$ cat config.mk
export PLATFORM = sky130hd
export DESIGN_NAME = sab_front
export DESIGN_NICKNAME = d
export VERILOG_FILES = /design/src/hw/rtl/sab_pkg.sv /design/src/hw/rtl/sab_front.sv
export SDC_FILE = /design/constraint.sdc
export NUM_CORES = 1
export LEC_CHECK = 0
export BUFFER_PORTS_ARGS = -buffer_cell sky130_fd_sc_hd__buf_2
export CORE_MARGIN = 5
export CORE_UTILIZATION = 49
export CTS_CLUSTER_SIZE = 20
export DETAILED_ROUTE_END_ITERATION = 10
export GPL_TIMING_DRIVEN = 0
export PLACE_DENSITY_LB_ADDON = 0.1
export SYNTH_ARGS = -nofsm -noshare
export SYNTH_HDL_FRONTEND = slang
export SYNTH_SLANG_ARGS = --single-unit
$ cat constraint.sdc
create_clock -name clk -period 1.7 [get_ports clk]
set_clock_uncertainty 0.05 [all_clocks]
set_input_delay 0.085 -clock clk [delete_from_list [all_inputs] [get_ports clk]]
set_output_delay 0.085 -clock clk [all_outputs]
set_load 0.01 [all_outputs]
$ cat src/hw/rtl/sab_pkg.sv
// ----------------------------------------------------------------------------
// Suffix automaton builder package
// Shared constants, payload types and the queue entry type.
// ----------------------------------------------------------------------------
`timescale 1ns / 1ps
`default_nettype none

package sab_pkg;

  localparam int ALPHABET_SIZE = 26;
  localparam int MAX_LEN       = 1024;
  localparam int STATE_CAP     = 2 * MAX_LEN + 2;
  localparam int ST_W          = 12;
  localparam int LEN_W         = 11;
  localparam int SYM_W         = 5;
  localparam int ROW           = 1 << SYM_W;
  localparam int TA_W          = ST_W + SYM_W;
  localparam int TDEPTH        = STATE_CAP * ROW;

  typedef struct packed {
    logic [4:0] symbol;
    logic       restart;
  } sab_in_t;

  typedef struct packed {
    logic [11:0] state_index;
    logic [10:0] state_length;
    logic [11:0] link_index;
    logic        clone_made;
    logic [11:0] clone_index;
    logic [11:0] states_used;
    logic        full_flag;
  } sab_out_t;

  typedef struct packed {
    logic [SYM_W-1:0] sym;
    logic             restart;
    logic             sym_ok;
  } sab_cmd_t;

endpackage

`default_nettype wire

$ cat src/hw/rtl/sab_front.sv
// ----------------------------------------------------------------------------
// Suffix automaton builder front end
// Accepts items, classifies the symbol and queues commands for the engine.
// ----------------------------------------------------------------------------
`timescale 1ns / 1ps
`default_nettype none

module sab_front (
  input  wire logic             clk,
  input  wire logic             rst_n,
  input  wire logic             in_valid,
  output logic                  in_ready,
  input  wire sab_pkg::sab_in_t in_data,
  output logic                  cmd_valid,
  output sab_pkg::sab_cmd_t     cmd,
  input  wire logic             cmd_pop
);
  import sab_pkg::*;

  sab_cmd_t   q_r [2];
  logic       wp_r, rp_r;
  logic [1:0] cnt_r;
  logic       push;
  sab_cmd_t   ent;

  assign in_ready  = (cnt_r != 2'd2);
  assign cmd_valid = (cnt_r != 2'd0);
  assign cmd       = q_r[rp_r];
  assign push      = in_valid && in_ready;

  always_comb begin
    ent.sym     = in_data.symbol;
    ent.restart = in_data.restart;
    ent.sym_ok  = ({27'd0, in_data.symbol} < ALPHABET_SIZE);
  end

  always_ff @(posedge clk) begin
    if (push) begin
      q_r[wp_r] <= ent;
    end
  end

  always_ff @(posedge clk) begin
    if (!rst_n) begin
      wp_r  <= 1'b0;
      rp_r  <= 1'b0;
      cnt_r <= 2'd0;
    end else begin
      if (push) wp_r <= ~wp_r;
      if (cmd_pop) rp_r <= ~rp_r;
      cnt_r <= cnt_r + {1'b0, push} - {1'b0, cmd_pop};
    end
  end

endmodule

`default_nettype wire

==> impl_metrics.json <==
{
  "crit_chain": "nand2b_4, nand2_1, xnor2_1, ha_2, nand3b_1, mux2i_1, a211o_1",
  "initial_core_util_pct": 51.7,
  "yosysSeqAreaShare_pct": 66.9,
  "clkTransAtPathRegs_ns": 0.11,
  "cts_root_buf": "clkbuf_4",
  "hold_path.class": "in -> reg",
  "die-area_um2": 2490,
  "rsz0062_at_grt": "no",
  "hold_slack_ns": 0.0484,
  "vias": 492,
  "rows": 14,
  "drv_cap": 0,
  "p_comb_share_pct": 20.3,
  "fmax_mhz": 666,
  "synthesis.nets": 62,
  "period_share_pct": 88.4,
  "path_class": "reg -> reg",
  "fp.dieW_um": 49.9,
  "grt_pass1_wl_mm": 2.28,
  "grt.met3_usage_pct": 3.31,
  "final_antenna_net_count": 0,
  "cp_slowest_cell": "dfxtp_2",
  "p_sw_mw": 0.254,
  "yosysWarnings": 0,
  "worst_slew_pin_slew_ns": 0.312,
  "cp-end-kind": "register",
  "crit_family": "flip-flops",
  "period_needed_ns": 1.50,
  "io_buffers": 18,
  "startpoint": "cnt_r[0]",
  "grt_overflow": 0,
  "r2r_end": "cnt_r[1]",
  "dr.pass1.iters": 3,
  "synthCells": 51,
  "synth_seq_cells": 19,
  "setup_viol": 0,
  "holdPathEnd": "wp_r",
  "htree_levels": 1,
  "rr_worst_depth": 7,
  "p_sw_share_pct": 25.5,
  "busiest_layer": "met2",
  "cts_tree": "done",
  "clk_path_buf_depth": 2,
  "drt_iter0_markers": 6,
  "hold_depth": 2,
  "dpl.hpwl_um": 951,
  "cts.sinks": 19,
  "status": "complete, no violations",
  "final_common_cell": "buf_2",
  "cts_buffers": 3,
  "slowest_delay_ns": 0.37,
  "grt_max_degree": 12,
  "synth.cell_area_um2": 778,
  "synth.avg_cell_area_um2": 15.3,
  "track_usage_pct": 12.0,
  "internal-power_mw": 0.744,
  "p_leak_nw": 0.399,
  "r2r_setup_slack_ns": 0.20,
  "cts_setup_buffers": 0,
  "nets": 91,
  "vias_per_cell": 5.18,
  "use_met2_pct": 22.5,
  "synthDistinctLibCells": 23,
  "hold_violations": 0,
  "drive_gt1_share_pct": 46.8,
  "clock_latency_ns": 0.29,
  "relSlewSlack_pct": 78.9,
  "finalSetupTns_ns": 0,
  "coreArea_um2": 1510,
  "diodes": 0,
  "grt_pass1_vias": 534,
  "clock_power_share_pct": 22.3,
  "use_met1_pct": 12.7,
  "place_congestion": 0.714,
  "worstHoldStart": "rst_n",
  "path_max_fanout": 5,
  "finalWirelength_mm": 1.40,
  "crit_arrival_ns": 1.64,
  "drc_errors": 0,
  "wl_per_cell_um": 14.7,
  "slew_viol_final": 0,
  "area_growth_pct": 27.0,
  "fill_cells": 117,
  "io_pins": 19,
  "path_buf_inv": 0,
  "final_cell_mix": "buf_2, edfxtp_1, mux2_2",
  "peakVddDrop_mv": 0.493,
  "power.share.sequential_pct": 57.4,
  "worstPathRequired_ns": 1.83,
  "die_h_um": 49.9,
  "timing.rr.start": "cnt_r[0]",
  "start_kind": "register",
  "powerDensity_nw_per_um2": 1010,
  "antenna_found_initial": 0
}
[through the flow]
stage | util, % | std cells | area [um^2] | setup slack (ns) | total power [mW]
floorplan | - | 51 | 778 | 0.163 | 0.694
global placement | 59.0 | 85 | 888 | 0.146 | 0.760
detailed placement | 59.0 | 85 | 888 | 0.0993 | 0.767
CTS | 64.8 | 95 | 976 | 0.0599 | 1.00
global route | 65.6 | 95 | 988 | 0.0572 | 1.06
finish | 65.6 | 95 | 988 | 0.198 | 0.998
[cells in the mapped netlist]
library cell / n / area [um^2]
xnor2_1: 1 / 8.76
buf_2: 1 / 5.00
xor2_1: 1 / 8.76
a211oi_1: 1 / 7.51
inv_1: 2 / 7.51
nand2_1: 2 / 7.51
o211ai_1: 1 / 7.51
edfxtp_1: 14 / 420
or2_2: 1 / 6.26
and2_1: 3 / 18.8
a21bo_2: 1 / 10.0
a21boi_1: 1 / 7.51
nand3_1: 1 / 5.00
a211o_1: 1 / 8.76
mux2i_1: 1 / 10.0
nor4b_1: 1 / 8.76
a21boi_2: 1 / 11.3
dfxtp_1: 5 / 100
ha_1: 1 / 12.5
mux2_2: 7 / 78.8
and3_1: 1 / 6.26
nand3b_1: 2 / 15.0
nand2b_1: 1 / 6.26
[cell type report]
cell class / instances / area [um^2] / area share (%)
Sequential cell: 19 / 523 / 52.9
Multi-Input combinational cell: 29 / 255 / 25.8
Timing Repair Buffer: 24 / 150 / 15.2
Clock buffer: 3 / 22.5 / 2.28
Tap cell: 16 / 20.0 / 2.03
Inverter: 2 / 7.51 / 0.759
Clock inverter: 1 / 5.00 / 0.506
Buffer: 1 / 5.00 / 0.506
[metal layers]
layer | up-vias | wire, um | part of all wire (%)
li1 | 247 | - | -
met1 | 238 | 572 | 41
met2 | 7 | 777 | 56
met3 | 0 | 48 | 3.4
met4 | 0 | 0 | 0
met5 | - | 0 | 0
[sequential cells by signal, indices dropped and copies added, names as in the netlist, named ones only]
signal  cells
rp_r        1
q_r        14
wp_r        1
cnt_r       2
[cells by family after synthesis]
logic type / Yosys count / share of synthesized area (%)
and+or+nand+nor: 12 / 9.49
buffers and inverters: 3 / 1.61
AOI/OAI and AO/OA: 6 / 6.75
muxes: 8 / 11.4
xor gates and xnor gates: 2 / 2.25
DFF: 19 / 66.9
adders and majority gates: 1 / 1.61
[what timing repair did]
action / 4_1_cts / 5_1_grt
hold endpoints to repair: 12 / 0
setup endpoints to repair: 0 / 1
hold buffers: 6 / 0
resized for setup: 0 / 4
[power by group through the flow]
| stage | sequential [mW] | combinational (mW) | clock, mW |
|---|---|---|---|
| CTS | 0.569 | 0.200 | 0.232 |
| finish | 0.573 | 0.203 | 0.222 |
| floorplan | 0.573 | 0.121 | 0 |
| detailed placement | 0.579 | 0.188 | 0 |
| global placement | 0.577 | 0.183 | 0 |
| global route | 0.579 | 0.226 | 0.250 |
[how the worst max path moves through the flow]
stage                     endpoint  slack, ns  cells past startpoint
after floorplan           cnt_r[1]       0.16                      7
after global placement    cnt_r[1]       0.15                      7
after detailed placement  cnt_r[1]        0.1                      7
after CTS                 cnt_r[1]       0.06                      7
after global routing      cnt_r[1]       0.06                      7
final                     cnt_r[1]       0.20                      7
Power figures use the tool's default switching activity.
